File: src/design/lsts_ram.sv
// ============================================================================
// lsts_ram
// Generic single-write, single-read RAM with a registered read port.
// ============================================================================
module lsts_ram #(
    parameter int WIDTH = 8,
    parameter int DEPTH = 16
) (
    input  logic                     clk,
    input  logic                     wr_en,
    input  logic [$clog2(DEPTH)-1:0] wr_addr,
    input  logic [WIDTH-1:0]         wr_data,
    input  logic                     rd_en,
    input  logic [$clog2(DEPTH)-1:0] rd_addr,
    output logic [WIDTH-1:0]         rd_data
);

    logic [WIDTH-1:0] mem [DEPTH];

    always_ff @(posedge clk)
    begin
        if (wr_en)
        begin
            mem[wr_addr] <= wr_data;
        end
        if (rd_en)
        begin
            rd_data <= mem[rd_addr];
        end
    end

endmodule

File: config.mk
export PLATFORM = sky130hd
export DESIGN_NAME = lsts_ram
export DESIGN_NICKNAME = d
export VERILOG_FILES = /design/src/design/lsts_ram.sv
export SDC_FILE = /design/constraint.sdc
export NUM_CORES = 1
export LEC_CHECK = 0
export ABC_AREA = 1
export BUFFER_PORTS_ARGS = -buffer_cell sky130_fd_sc_hd__buf_2
export CORE_ASPECT_RATIO = 1.1
export CORE_UTILIZATION = 55
export DETAILED_ROUTE_END_ITERATION = 10
export HOLD_SLACK_MARGIN = 0.1
export PLACE_DENSITY = 0.77
export SLEW_MARGIN = 5
export SYNTH_ARGS = -nofsm -noshare
export SYNTH_HDL_FRONTEND = slang
export SYNTH_SLANG_ARGS = --single-unit
File: constraint.sdc
create_clock -name clk -period 2.2 [get_ports clk]
set_input_delay 0.44 -clock clk [delete_from_list [all_inputs] [get_ports clk]]
set_output_delay 0.44 -clock clk [all_outputs]
set_load 0.1 [all_outputs]
==> metrics.md <==
| Metric | Value |
|---|---|
| Result of the run | `completed` |
| Via-to-Cell Ratio | `5.25` |
| Synth area leader | `edfxtp_1` |
| Mapped Area | `5850 µm²` |
| Post-synthesis async set-or-reset flop share | `0%` |
| Clk pwr share | `46.7%` |
| Min Tclk post-route | `1660 ps` |
| First-pass GRT wire length | `19.6 mm` |
| R2R Setup Slk | `1050 ps` |
| Sequential Power Share | `46.4%` |
| Row cnt | `39` |
| Mean post-synth cell area | `10.6 µm²` |
| Clk pin slew, worst setup/hold paths | `60 ps` |
| Number of synthesized flops with an enable pin | `136` |
| Classification of the worst setup path | `flop to output pin` |
| Setup TNS | `0 ps` |
| Largest net degree at the start of global routing | `65` |
| Critical path data arrival time | `1220 ps` |
| RD Place Congestion | `0.870` |
| Clock Skew | `5.10 ps` |
| Reg2reg start | `mem[3][5]$_DFFE_PP_` |
| Crit path max-delay family | `buffers and inverters` |
| Final WL | `12.6 mm` |
| Routed len/inst | `16.9 µm` |
| Count leader, synth | `nand2_1` |
| Yosys reg bits | `136` |
| Critical Path End | `rd_data[4]` |
| First DRT Iteration DRCs | `442` |
| Crit-path max FO | `1` |
| CTS Buf Count | `17` |
| Post CTS Setup Buffer Count | `0` |
| Via count | `3,887` |
| CTS Hold Bufs | `0` |
| Clock tree buffer depth | `2` |
| Tcrit/Tclk final | `75.3%` |
| Slowest stage cell on the critical path | `buf_2` |
| Critical path startpoint category | `flop` |
| CP Cell Sequence | `buf_2` |
| Pint | `4.92 mW` |
| Die Ht | `110 µm` |
| Tightest Pin Transition | `662 ps` |
| Post-CTS sizing | `0` |
| Nets | `604` |
| Hold Vio Cnt, Final | `0` |
| Most common flop cell mapped by yosys | `edfxtp_1` |
| Mapped Cells | `551` |
| PortBufs | `26` |
| H-tree levels | `4` |
| CP required | `1760 ps` |
| YS warnings | `0` |
| Seq/Total Area, Yosys | `69.8%` |
| Fmax achieved | `604 MHz` |
| Final setup vio count | `0` |
| CTS root buf | `clkbuf_16` |
| Starting Density | `56.5%` |
| Pins Over Slew Limit | `0` |
| # IOs | `27` |
| Crit. End Element | `output pin` |
| Synth top area cells | `edfxtp_1 (70%), nand2_1 (11%), nand3_1 (8.3%), inv_1 (6.4%), buf_6 (1.2%)` |
| Vias in the first global route | `3,677` |
| Combinational power share | `6.9%` |
| Slowest Stage Delay on Critical Path | `440 ps` |
| Final cell count without fillers | `741` |
| Min-delay src | `rd_en` |
| Syn-to-layout area delta | `15.3%` |
| Die ar. | `11,000 µm²` |
| Synth Net Count | `570` |
| Inst Count DP | `709` |
| Crit path depth | `1` |
| Clock latency on the worst-skew pair | `410 ps` |
| Synth unique cells | `11` |
| Remaining global-route overflow | `0` |
| Leakage power | `2.91 nW` |
| P_sw | `1.41 mW` |
| RSZ-0062 raised after global routing | `no` |
| Top cells by count, synth | `nand2_1 (173), edfxtp_1 (136), inv_1 (100)` |
| Sw Ratio | `22.3%` |
| Core Region | `10,300 µm²` |
| CTS Sinks | `136` |
| Relative slew slack | `55.7%` |
| Drc violations | `0` |
| Routed Antenna Nets | `0` |
| Max Cap Viol | `0` |
| Initial antenna violation count | `0` |
| Drt pass-1 iters | `5` |
| Tot GR Track Use | `25.0%` |
| Post-DP HPWL | `7.55 mm` |
| PD cells | `939 nW/µm²` |
| Worst hold path class | `input port to flop` |
| Setup crit start | `rd_data[4]$_DFFE_PP_` |
| Die extent in x | `100 µm` |
| CP bufs+invs | `1` |
| Worst reg-to-reg path cell count | `6` |
| Reg2reg end | `rd_data[5]$_DFFE_PP_` |
| Hold_ws | `381 ps` |
| Layout cells sized above 1 | `12.2%` |
| ANT cells | `0` |
| Worst VDD drop | `0.857 mV` |
| TritonCTS clock tree | `done` |
| Area share of the largest cell type after synthesis | `69.8%` |
-- power by group through the flow --
stage / combinational, mW / sequential [mW] / clock, mW
finish: 0.435 / 2.94 / 2.96
global route: 0.471 / 2.94 / 3.10
CTS: 0.434 / 2.94 / 2.98
detailed placement: 0.430 / 2.99 / 0
global placement: 0.420 / 2.99 / 0
floorplan: 0.205 / 3.08 / 0
-- cells by family after synthesis --
family	share of synthesized area (%)
buf+inv	9.39
simple gates	20.8
flops	69.8
-- metrics by stage --
| stage | util (%) | cell area (µm²) | total power [mW] | setup WS, ps |
|---|---|---|---|---|
| after floorplan | - | 5850 | 3.28 | 809 |
| after global placement | 59.1 | 6110 | 3.41 | 535 |
| after detailed placement | 59.1 | 6110 | 3.42 | 477 |
| after CTS | 65.1 | 6740 | 6.35 | 527 |
| after global routing | 65.1 | 6740 | 6.51 | 498 |
| final | 65.1 | 6740 | 6.33 | 544 |
-- flip-flops by register name, indices dropped and copies added (netlist names) --
register / cells
mem: 128
rd_data: 8
-- cell type report --
class / instances / area, µm²
clock inverters: 15 / 201
well taps: 143 / 179
inverters: 102 / 383
flip-flops and latches: 136 / 4080
fillers: 759 / 3610
repair buffers: 39 / 253
clock buffers: 17 / 425
multi-input cells: 289 / 1210
-- how the worst min path moves through the flow --
stage	cells past startpoint	slack (ps)	end
3_3_place_gp	6	740	rd_data[4]$_DFFE_PP_
5_1_grt	1	370	rd_data[6]$_DFFE_PP_
6_report	1	380	rd_data[7]$_DFFE_PP_
2_1_floorplan	0	540	mem[0][0]$_DFFE_PP_
4_1_cts	1	370	rd_data[2]$_DFFE_PP_
3_5_place_dp	6	760	rd_data[0]$_DFFE_PP_
-- layer usage --
metal  up-vias  wire length, µm  track usage (%)  part of all wire [%]
li1       1851                -                -                     -
met1      1830             4990             31.2                    40
met2       177             6350             41.5                    51
met3        29              891             6.56                   7.1
met4         0              322             11.1                   2.6
met5         -                0                0                     0
-- layout by cell type, fill, tap and decap left out --
cell | Yosys | routed
edfxtp_1 | 136 | 136
inv_2 | 2 | 2
clkbuf_16 | 0 | 17
nand2_1 | 173 | 173
buf_4 | 4 | 11
clkinvlp_4 | 0 | 3
buf_2 | 13 | 26
inv_6 | 0 | 2
inv_1 | 100 | 100
clkinv_2 | 0 | 3
nand3_1 | 97 | 97
buf_12 | 0 | 2
bufinv_16 | 0 | 4
nor2_1 | 17 | 17
nand3b_1 | 2 | 2
clkinv_4 | 0 | 3
Note: power is estimated with default switching activity, not from simulation.
